$ cat config.mk
export PLATFORM = sky130hd
export DESIGN_NAME = event_fifo_with_full_policy
export DESIGN_NICKNAME = d
export VERILOG_FILES = /design/src/sv/evfifo_pkg.sv /design/src/sv/event_fifo_with_full_policy.sv /design/src/sv/evfifo_store.sv /design/src/sv/evfifo_core.sv
export SDC_FILE = /design/constraint.sdc
export NUM_CORES = 1
export LEC_CHECK = 0
export ABC_AREA = 1
export CORE_ASPECT_RATIO = 1.1
export CORE_MARGIN = 2
export CORE_UTILIZATION = 50
export CTS_CLUSTER_DIAMETER = 40
export CTS_CLUSTER_SIZE = 10
export DETAILED_ROUTE_END_ITERATION = 10
export DONT_BUFFER_PORTS = 1
export GPL_ROUTABILITY_DRIVEN = 0
export PLACE_DENSITY = 0.67
export RECOVER_POWER = 100
export REMOVE_ABC_BUFFERS = 1
export SLEW_MARGIN = 20
export SYNTH_ARGS = -nofsm -noshare
export SYNTH_HDL_FRONTEND = slang
export SYNTH_HIERARCHICAL = 1
export SYNTH_SLANG_ARGS = --single-unit
$ cat constraint.sdc
create_clock -name aclk -period 24 [get_ports aclk]
set_clock_uncertainty 0.05 [all_clocks]
set_input_delay 6 -clock aclk [delete_from_list [all_inputs] [get_ports aclk]]
set_output_delay 6 -clock aclk [all_outputs]
set_load 0.01 [all_outputs]
$ cat src/sv/evfifo_pkg.sv
`default_nettype none

package evfifo_pkg;

    localparam int DEPTH_DEFAULT       = 16;
    localparam int EVENT_WIDTH_DEFAULT = 32;

    localparam int DATA_W   = 32;
    localparam int STAT_W   = 32;
    localparam int STATUS_W = 3;
    localparam int POLICY_W = 2;

    // full policy codes
    localparam logic [POLICY_W-1:0] POL_DROP_OLDEST = 2'd0;
    localparam logic [POLICY_W-1:0] POL_REJECT      = 2'd1;
    localparam logic [POLICY_W-1:0] POL_FAULT       = 2'd2;

    // operation codes
    localparam logic OP_PUSH = 1'b0;
    localparam logic OP_POP  = 1'b1;

    // result status codes
    localparam logic [STATUS_W-1:0] ST_PUSHED      = 3'd0;
    localparam logic [STATUS_W-1:0] ST_PUSHED_DROP = 3'd1;
    localparam logic [STATUS_W-1:0] ST_REJECTED    = 3'd2;
    localparam logic [STATUS_W-1:0] ST_FAULT       = 3'd3;
    localparam logic [STATUS_W-1:0] ST_POPPED      = 3'd4;
    localparam logic [STATUS_W-1:0] ST_EMPTY       = 3'd5;

    typedef struct packed {
        logic [STAT_W-1:0] pushed;
        logic [STAT_W-1:0] popped;
        logic [STAT_W-1:0] overflow;
        logic [STAT_W-1:0] rejected;
        logic [STAT_W-1:0] fault;
        logic [STAT_W-1:0] dropped;
    } stats_t;

    typedef struct packed {
        logic [STATUS_W-1:0] status;
        logic [DATA_W-1:0]   popped_data;
        stats_t              stats;
    } result_t;

endpackage

`default_nettype wire

$ cat src/sv/event_fifo_with_full_policy.sv
`default_nettype none

// Event FIFO with a full policy. Takes one push or pop transfer per clock, unless
// m_ready holds the output, and returns one result per transfer (input register,
// then result register); sustained rate is one item per cycle while not stalled,
// set by updating the pointers, occupancy and statistics counters at once. The
// head of the store is prefetched into a read register so back-to-back pops
// run at full rate. full_policy (0 drop oldest, 1 reject newest, 2 signal
// fault, 3 as drop oldest) should only be written while no transfer is in
// flight. All statistics wrap at 32 bits and clear at reset.
module event_fifo_with_full_policy #(
    parameter int DEPTH       = evfifo_pkg::DEPTH_DEFAULT,
    parameter int EVENT_WIDTH = evfifo_pkg::EVENT_WIDTH_DEFAULT,
    localparam int PTR_W      = $clog2(DEPTH),
    localparam int CNT_W      = $clog2(DEPTH + 1)
) (
    input  wire logic                            aclk,
    input  wire logic                            aresetn,
    input  wire logic                            cfg_wr_en,
    input  wire logic [evfifo_pkg::POLICY_W-1:0] cfg_wr_data,
    input  wire logic                            s_valid,
    output logic                                 s_ready,
    input  wire logic                            s_op,
    input  wire logic [evfifo_pkg::DATA_W-1:0]   s_event_data,
    output logic                                 m_valid,
    input  wire logic                            m_ready,
    output logic [evfifo_pkg::STATUS_W-1:0]      m_status,
    output logic [evfifo_pkg::DATA_W-1:0]        m_popped_data,
    output logic [CNT_W-1:0]                     m_occupancy,
    output logic [evfifo_pkg::STAT_W-1:0]        m_pushed_total,
    output logic [evfifo_pkg::STAT_W-1:0]        m_popped_total,
    output logic [evfifo_pkg::STAT_W-1:0]        m_overflow_total,
    output logic [evfifo_pkg::STAT_W-1:0]        m_rejected_total,
    output logic [evfifo_pkg::STAT_W-1:0]        m_fault_total,
    output logic [evfifo_pkg::STAT_W-1:0]        m_dropped_total
);

    logic [evfifo_pkg::POLICY_W-1:0] full_policy_reg;

    logic                          in_valid_reg;
    logic                          in_op_reg;
    logic [evfifo_pkg::DATA_W-1:0] in_data_reg;

    logic                 m_valid_reg;
    evfifo_pkg::result_t  m_result_reg;
    logic [CNT_W-1:0]     m_occupancy_reg;

    logic out_adv, in_fire;

    logic                   wr_en;
    logic [PTR_W-1:0]       wr_addr;
    logic [EVENT_WIDTH-1:0] wr_data;
    logic [PTR_W-1:0]       rd_addr;
    logic [EVENT_WIDTH-1:0] rd_data;
    evfifo_pkg::result_t    result;
    logic [CNT_W-1:0]       occupancy;

    assign out_adv = !m_valid_reg || m_ready;
    assign in_fire = in_valid_reg && out_adv;
    assign s_ready = !in_valid_reg || out_adv;

    always_ff @(posedge aclk) begin
        if (!aresetn) begin
            full_policy_reg <= evfifo_pkg::POL_DROP_OLDEST;
        end else if (cfg_wr_en) begin
            full_policy_reg <= cfg_wr_data;
        end
    end

    always_ff @(posedge aclk) begin
        if (!aresetn) begin
            in_valid_reg <= 1'b0;
        end else if (s_ready) begin
            in_valid_reg <= s_valid;
        end
    end

    always_ff @(posedge aclk) begin
        if (s_valid && s_ready) begin
            in_op_reg   <= s_op;
            in_data_reg <= s_event_data;
        end
    end

    always_ff @(posedge aclk) begin
        if (!aresetn) begin
            m_valid_reg <= 1'b0;
        end else if (out_adv) begin
            m_valid_reg <= in_valid_reg;
        end
    end

    always_ff @(posedge aclk) begin
        if (in_fire) begin
            m_result_reg    <= result;
            m_occupancy_reg <= occupancy;
        end
    end

    evfifo_core #(
        .DEPTH       (DEPTH),
        .EVENT_WIDTH (EVENT_WIDTH)
    ) u_core (
        .aclk        (aclk),
        .aresetn     (aresetn),
        .fire        (in_fire),
        .op          (in_op_reg),
        .event_data  (in_data_reg),
        .full_policy (full_policy_reg),
        .wr_en       (wr_en),
        .wr_addr     (wr_addr),
        .wr_data     (wr_data),
        .rd_addr     (rd_addr),
        .rd_data     (rd_data),
        .result      (result),
        .occupancy   (occupancy)
    );

    evfifo_store #(
        .DEPTH       (DEPTH),
        .EVENT_WIDTH (EVENT_WIDTH)
    ) u_store (
        .aclk    (aclk),
        .wr_en   (wr_en),
        .wr_addr (wr_addr),
        .wr_data (wr_data),
        .rd_addr (rd_addr),
        .rd_data (rd_data)
    );

    assign m_valid          = m_valid_reg;
    assign m_status         = m_result_reg.status;
    assign m_popped_data    = m_result_reg.popped_data;
    assign m_occupancy      = m_occupancy_reg;
    assign m_pushed_total   = m_result_reg.stats.pushed;
    assign m_popped_total   = m_result_reg.stats.popped;
    assign m_overflow_total = m_result_reg.stats.overflow;
    assign m_rejected_total = m_result_reg.stats.rejected;
    assign m_fault_total    = m_result_reg.stats.fault;
    assign m_dropped_total  = m_result_reg.stats.dropped;

endmodule

`default_nettype wire

$ cat src/sv/evfifo_store.sv
`default_nettype none

module evfifo_store #(
    parameter int DEPTH       = evfifo_pkg::DEPTH_DEFAULT,
    parameter int EVENT_WIDTH = evfifo_pkg::EVENT_WIDTH_DEFAULT,
    localparam int PTR_W      = $clog2(DEPTH)
) (
    input  wire logic                   aclk,
    input  wire logic                   wr_en,
    input  wire logic [PTR_W-1:0]       wr_addr,
    input  wire logic [EVENT_WIDTH-1:0] wr_data,
    input  wire logic [PTR_W-1:0]       rd_addr,
    output logic      [EVENT_WIDTH-1:0] rd_data
);

    logic [EVENT_WIDTH-1:0] mem [DEPTH];
    logic [EVENT_WIDTH-1:0] rd_data_reg;

    always_ff @(posedge aclk) begin
        if (wr_en) begin
            mem[wr_addr] <= wr_data;
        end
    end

    // write-first: a word pushed into an empty FIFO is visible at once
    always_ff @(posedge aclk) begin
        if (wr_en && (wr_addr == rd_addr)) begin
            rd_data_reg <= wr_data;
        end else begin
            rd_data_reg <= mem[rd_addr];
        end
    end

    assign rd_data = rd_data_reg;

endmodule

`default_nettype wire

$ cat src/sv/evfifo_core.sv
`default_nettype none

module evfifo_core #(
    parameter int DEPTH       = evfifo_pkg::DEPTH_DEFAULT,
    parameter int EVENT_WIDTH = evfifo_pkg::EVENT_WIDTH_DEFAULT,
    localparam int PTR_W      = $clog2(DEPTH),
    localparam int CNT_W      = $clog2(DEPTH + 1)
) (
    input  wire logic                                aclk,
    input  wire logic                                aresetn,
    input  wire logic                                fire,
    input  wire logic                                op,
    input  wire logic [evfifo_pkg::DATA_W-1:0]       event_data,
    input  wire logic [evfifo_pkg::POLICY_W-1:0]     full_policy,
    output logic                                     wr_en,
    output logic      [PTR_W-1:0]                    wr_addr,
    output logic      [EVENT_WIDTH-1:0]              wr_data,
    output logic      [PTR_W-1:0]                    rd_addr,
    input  wire logic [EVENT_WIDTH-1:0]              rd_data,
    output evfifo_pkg::result_t                      result,
    output logic      [CNT_W-1:0]                    occupancy
);

    logic [PTR_W-1:0] wr_ptr_reg, wr_ptr_next;
    logic [PTR_W-1:0] rd_ptr_reg, rd_ptr_next;
    logic [CNT_W-1:0] count_reg, count_next;
    evfifo_pkg::stats_t stats_reg, stats_next;

    logic full, empty, is_push, do_store, drop_old, do_pop, rd_adv;
    logic [evfifo_pkg::STATUS_W-1:0] status;

    function automatic logic [PTR_W-1:0] ptr_inc(input logic [PTR_W-1:0] p);
        return (p == PTR_W'(DEPTH - 1)) ? '0 : p + 1'b1;
    endfunction

    always_comb begin
        full     = (count_reg == CNT_W'(DEPTH));
        empty    = (count_reg == '0);
        is_push  = (op == evfifo_pkg::OP_PUSH);
        do_store = 1'b0;
        drop_old = 1'b0;
        do_pop   = 1'b0;
        status   = evfifo_pkg::ST_PUSHED;

        if (is_push) begin
            if (!full) begin
                do_store = 1'b1;
                status   = evfifo_pkg::ST_PUSHED;
            end else begin
                case (full_policy)
                    evfifo_pkg::POL_REJECT: status = evfifo_pkg::ST_REJECTED;
                    evfifo_pkg::POL_FAULT:  status = evfifo_pkg::ST_FAULT;
                    default: begin
                        // unused policy code behaves as drop oldest
                        do_store = 1'b1;
                        drop_old = 1'b1;
                        status   = evfifo_pkg::ST_PUSHED_DROP;
                    end
                endcase
            end
        end else begin
            if (empty) begin
                status = evfifo_pkg::ST_EMPTY;
            end else begin
                do_pop = 1'b1;
                status = evfifo_pkg::ST_POPPED;
            end
        end

        rd_adv = drop_old || do_pop;

        wr_ptr_next = wr_ptr_reg;
        rd_ptr_next = rd_ptr_reg;
        count_next  = count_reg;
        if (fire) begin
            if (do_store) begin
                wr_ptr_next = ptr_inc(wr_ptr_reg);
            end
            if (rd_adv) begin
                rd_ptr_next = ptr_inc(rd_ptr_reg);
            end
            if (do_store && !drop_old) begin
                count_next = count_reg + 1'b1;
            end else if (do_pop) begin
                count_next = count_reg - 1'b1;
            end
        end

        stats_next = stats_reg;
        if (fire) begin
            if (do_store) begin
                stats_next.pushed = stats_reg.pushed + 1'b1;
            end
            if (do_pop) begin
                stats_next.popped = stats_reg.popped + 1'b1;
            end
            if (is_push && full) begin
                stats_next.overflow = stats_reg.overflow + 1'b1;
            end
            if (status == evfifo_pkg::ST_REJECTED) begin
                stats_next.rejected = stats_reg.rejected + 1'b1;
            end
            if (status == evfifo_pkg::ST_FAULT) begin
                stats_next.fault = stats_reg.fault + 1'b1;
            end
            if (drop_old) begin
                stats_next.dropped = stats_reg.dropped + 1'b1;
            end
        end
    end

    always_ff @(posedge aclk) begin
        if (!aresetn) begin
            wr_ptr_reg <= '0;
            rd_ptr_reg <= '0;
            count_reg  <= '0;
            stats_reg  <= '0;
        end else begin
            wr_ptr_reg <= wr_ptr_next;
            rd_ptr_reg <= rd_ptr_next;
            count_reg  <= count_next;
            stats_reg  <= stats_next;
        end
    end

    assign wr_en   = fire && do_store;
    assign wr_addr = wr_ptr_reg;
    assign wr_data = EVENT_WIDTH'(event_data);
    // prefetch the word that will be at the head next cycle
    assign rd_addr = rd_ptr_next;

    assign result.status      = status;
    assign result.popped_data = do_pop ? evfifo_pkg::DATA_W'(rd_data) : '0;
    assign result.stats       = stats_next;
    assign occupancy          = count_next;

`ifndef SYNTHESIS
    a_count_bound: assert property (@(posedge aclk) disable iff (!aresetn)
        count_reg <= CNT_W'(DEPTH))
        else $error("occupancy above depth");

    a_empty_ptrs: assert property (@(posedge aclk) disable iff (!aresetn)
        (count_reg == '0) |-> (wr_ptr_reg == rd_ptr_reg))
        else $error("pointers differ while empty");

    a_full_ptrs: assert property (@(posedge aclk) disable iff (!aresetn)
        (count_reg == CNT_W'(DEPTH)) |-> (wr_ptr_reg == rd_ptr_reg))
        else $error("pointers differ while full");

    a_pop_count: assert property (@(posedge aclk) disable iff (!aresetn)
        (fire && (op == evfifo_pkg::OP_POP) && (count_reg != '0))
        |=> (count_reg == $past(count_reg) - 1'b1))
        else $error("pop did not reduce occupancy");
`endif

endmodule

`default_nettype wire
==> results.yml <==
sta:
  slew_violations: 1137
  hold_ws_ns: 0.436
  rsz0062_at_grt: "false"
  fin_crit_ns: 12.33
  max_slew_margin: -1.74
  hold_violations: 0
  setup_viol: 0
  worst_pin_slew_ns: 4.11
  fin_tns_setup_ns: 0
  fmaxAchievable_mhz: 81.1
  period_share: 0.514
status:
  outcome: "finished, violations left"
  violations: "capacitance limit, slew limit"
detailed_routing:
  wl_met1_um: 39300
  wl_per_cell_um: 17.5
  drtPass1Iterations: 6
  wl_met3_um: 5810
  drt_iter0_markers: 2014
  drc: 0
  antenna_left: 0
  top_layer_used: "met5"
  dr_wl_met2_um: 47700
  num_vias: 28100
  wirelength_um: 96200
  drt-vias-per-instance: 5.12
global_route:
  antenna_found_initial: 7
  first_global_vias: 26800
  grt_pass1_wl_um: 147000
  grt_max_degree: 217
  grtUsageTotal: 0.221
  gr-total-overflow: 0
layout:
  largest_register_ffs: 512
  area_growth_pct: 11.2
  drive_gt1_frac: 0.0560
  nets: 4321
synth:
  synth.avg_cell_area_um2: 9.89
  post-synth-top-count-cell: "nand2_1"
  synth_common_cells: "nand2_1, edfxtp_1, inv_1"
  synthArstFlopShare: 0
  ys_seq_elements: 990
  yosysTopAreaCellShare: 0.552
  ys_warn_count: 6
  ys.flop_type: "edfxtp_1"
  netlist_area_um2: 42300
  yosysSeqAreaShare: 0.653
  synth_area_leaders: "edfxtp_1, nand2_1, dfxtp_1"
  yosysTopAreaCell: "edfxtp_1"
  syn_inst: 4271
  yosysUniqueCellTypes: 40
  synth-edff-count: 777
floorplanning:
  ios: 274
  die_area_um2: 86900
  die_w_um: 281
  rows: 111
  core_um2: 83500
  die_height_um: 309
  start_util: 0.506
worst_setup_path:
  start_kind: "primary input"
  crit_arrival_ns: 12.55
  end_kind: "flip-flop"
  crit_required_ns: 24.23
  worst-setup-path-type: "primary input to flip-flop"
  path_max_fanout: 21
placement:
  hpwl_um: 55600
  port_buffers: 0
clock_network:
  post_cts_buffers: 0
  clock-sinks: 990
  clk_latency_ns: 0.70
  htree_levels: 4
  numCtsBuffers: 140
  cts_resized: 0
  cts_root_buf: "clkbuf_16"
  hold_buffers: 0
  clkSlewWorstSetupHoldPaths_ns: 0.05
  cts_tree: "built"
  clock_path_buffers: 3
min_path:
  hold_class: "flip-flop to flip-flop"
power:
  leakagePower_nw: 19.5
  ir_drop_v: 0.0000969
  power_density_nw_per_um2: 83.8
job:
  drv_cap: 32
## critical path: stages
cell	delay (ns)
inv_1	0.05
a21oi_1	1.41
inv_1	0.72
nor2_1	0.57
nand2_1	0.33
inv_1	0.46
nand2_1	0.29
nor2_1	1.29
clkbuf_1	1.41
## report_power, final
group	switching [mW]	internal, mW	total [mW]
sequential	0.0334	1.88	1.91
clock	0.718	1.17	1.89
combinational	0.0976	0.0382	0.136
total	0.849	3.09	3.94
## cells by family (layout without fill, tap and decap cells)
family / count (synthesis) / in the layout / synth area share
AO/OA/AOI/OAI: 170 / 170 / 0.0205
buffers and inverters: 881 / 967 / 0.0894
flip-flops: 990 / 990 / 0.653
other: 0 / 3 / 0
XOR/XNOR: 73 / 73 / 0.0151
AND/OR/NAND/NOR: 2146 / 2146 / 0.219
adder cells (fa/ha/maj): 11 / 11 / 0.00326
## area by class of cell
type / count / area (um2)
multi-input cells: 2400 / 10800
repair buffers: 31 / 159
fillers: 6997 / 36500
diodes: 3 / 7.51
clock inverters: 59 / 537
well taps: 1130 / 1410
clock buffers: 170 / 3760
flip-flops and latches: 990 / 27600
inverters: 707 / 2660
## final timing paths
kind                        startpoint              endpoint  slack (ns)  cells after the start
setup / recovery               m_ready   u_store/mem[11][20]       11.67                      9
hold / removal    u_core/stats_reg[31]  u_core/stats_reg[31]        0.44                      2
setup reg to reg             flip-flop     m_popped_data[12]       15.56                     10
hold reg to reg   u_core/stats_reg[31]  u_core/stats_reg[31]        0.44                      2
## placed cells by master (no fill, tap or decap), drive strengths merged, types with 9 or more instances in the layout
master	n
nand2	1165
edfxtp	777
inv	713
nand3	513
nor2	279
dfxtp	213
clkbuf	193
a21oi	113
xor2	60
nor3	57
o21ai	52
nand4	50
clkinv	38
or2	35
nand3b	22
and2	15
xnor2	13
ha	11
clkinvlp	9
## metal layers
layer / vias to the layer above / global-route usage
met5: - / 0
met4: 6 / 0.0975
met3: 221 / 0.0434
met2: 843 / 0.380
met1: 13300 / 0.270
li1: 13800 / -
## stage by stage
| step | utilization | setup slack [ns] | power, mW | instances | cell area, um2 |
|---|---|---|---|---|---|
| finish | 0.563 | 11.67 | 3.94 | 5490 | 47000 |
| global route | 0.563 | 11.22 | 4.06 | 5488 | 47000 |
| CTS | 0.566 | 11.67 | 3.97 | 5487 | 47200 |
| detailed placement | 0.514 | 11.67 | 2.08 | 5258 | 42900 |
| global placement | 0.514 | 11.69 | 2.07 | 5258 | 42900 |
| floorplan | - | 1.48 | 2.04 | 4097 | 41100 |
Note: power is estimated with default switching activity, not from simulation.
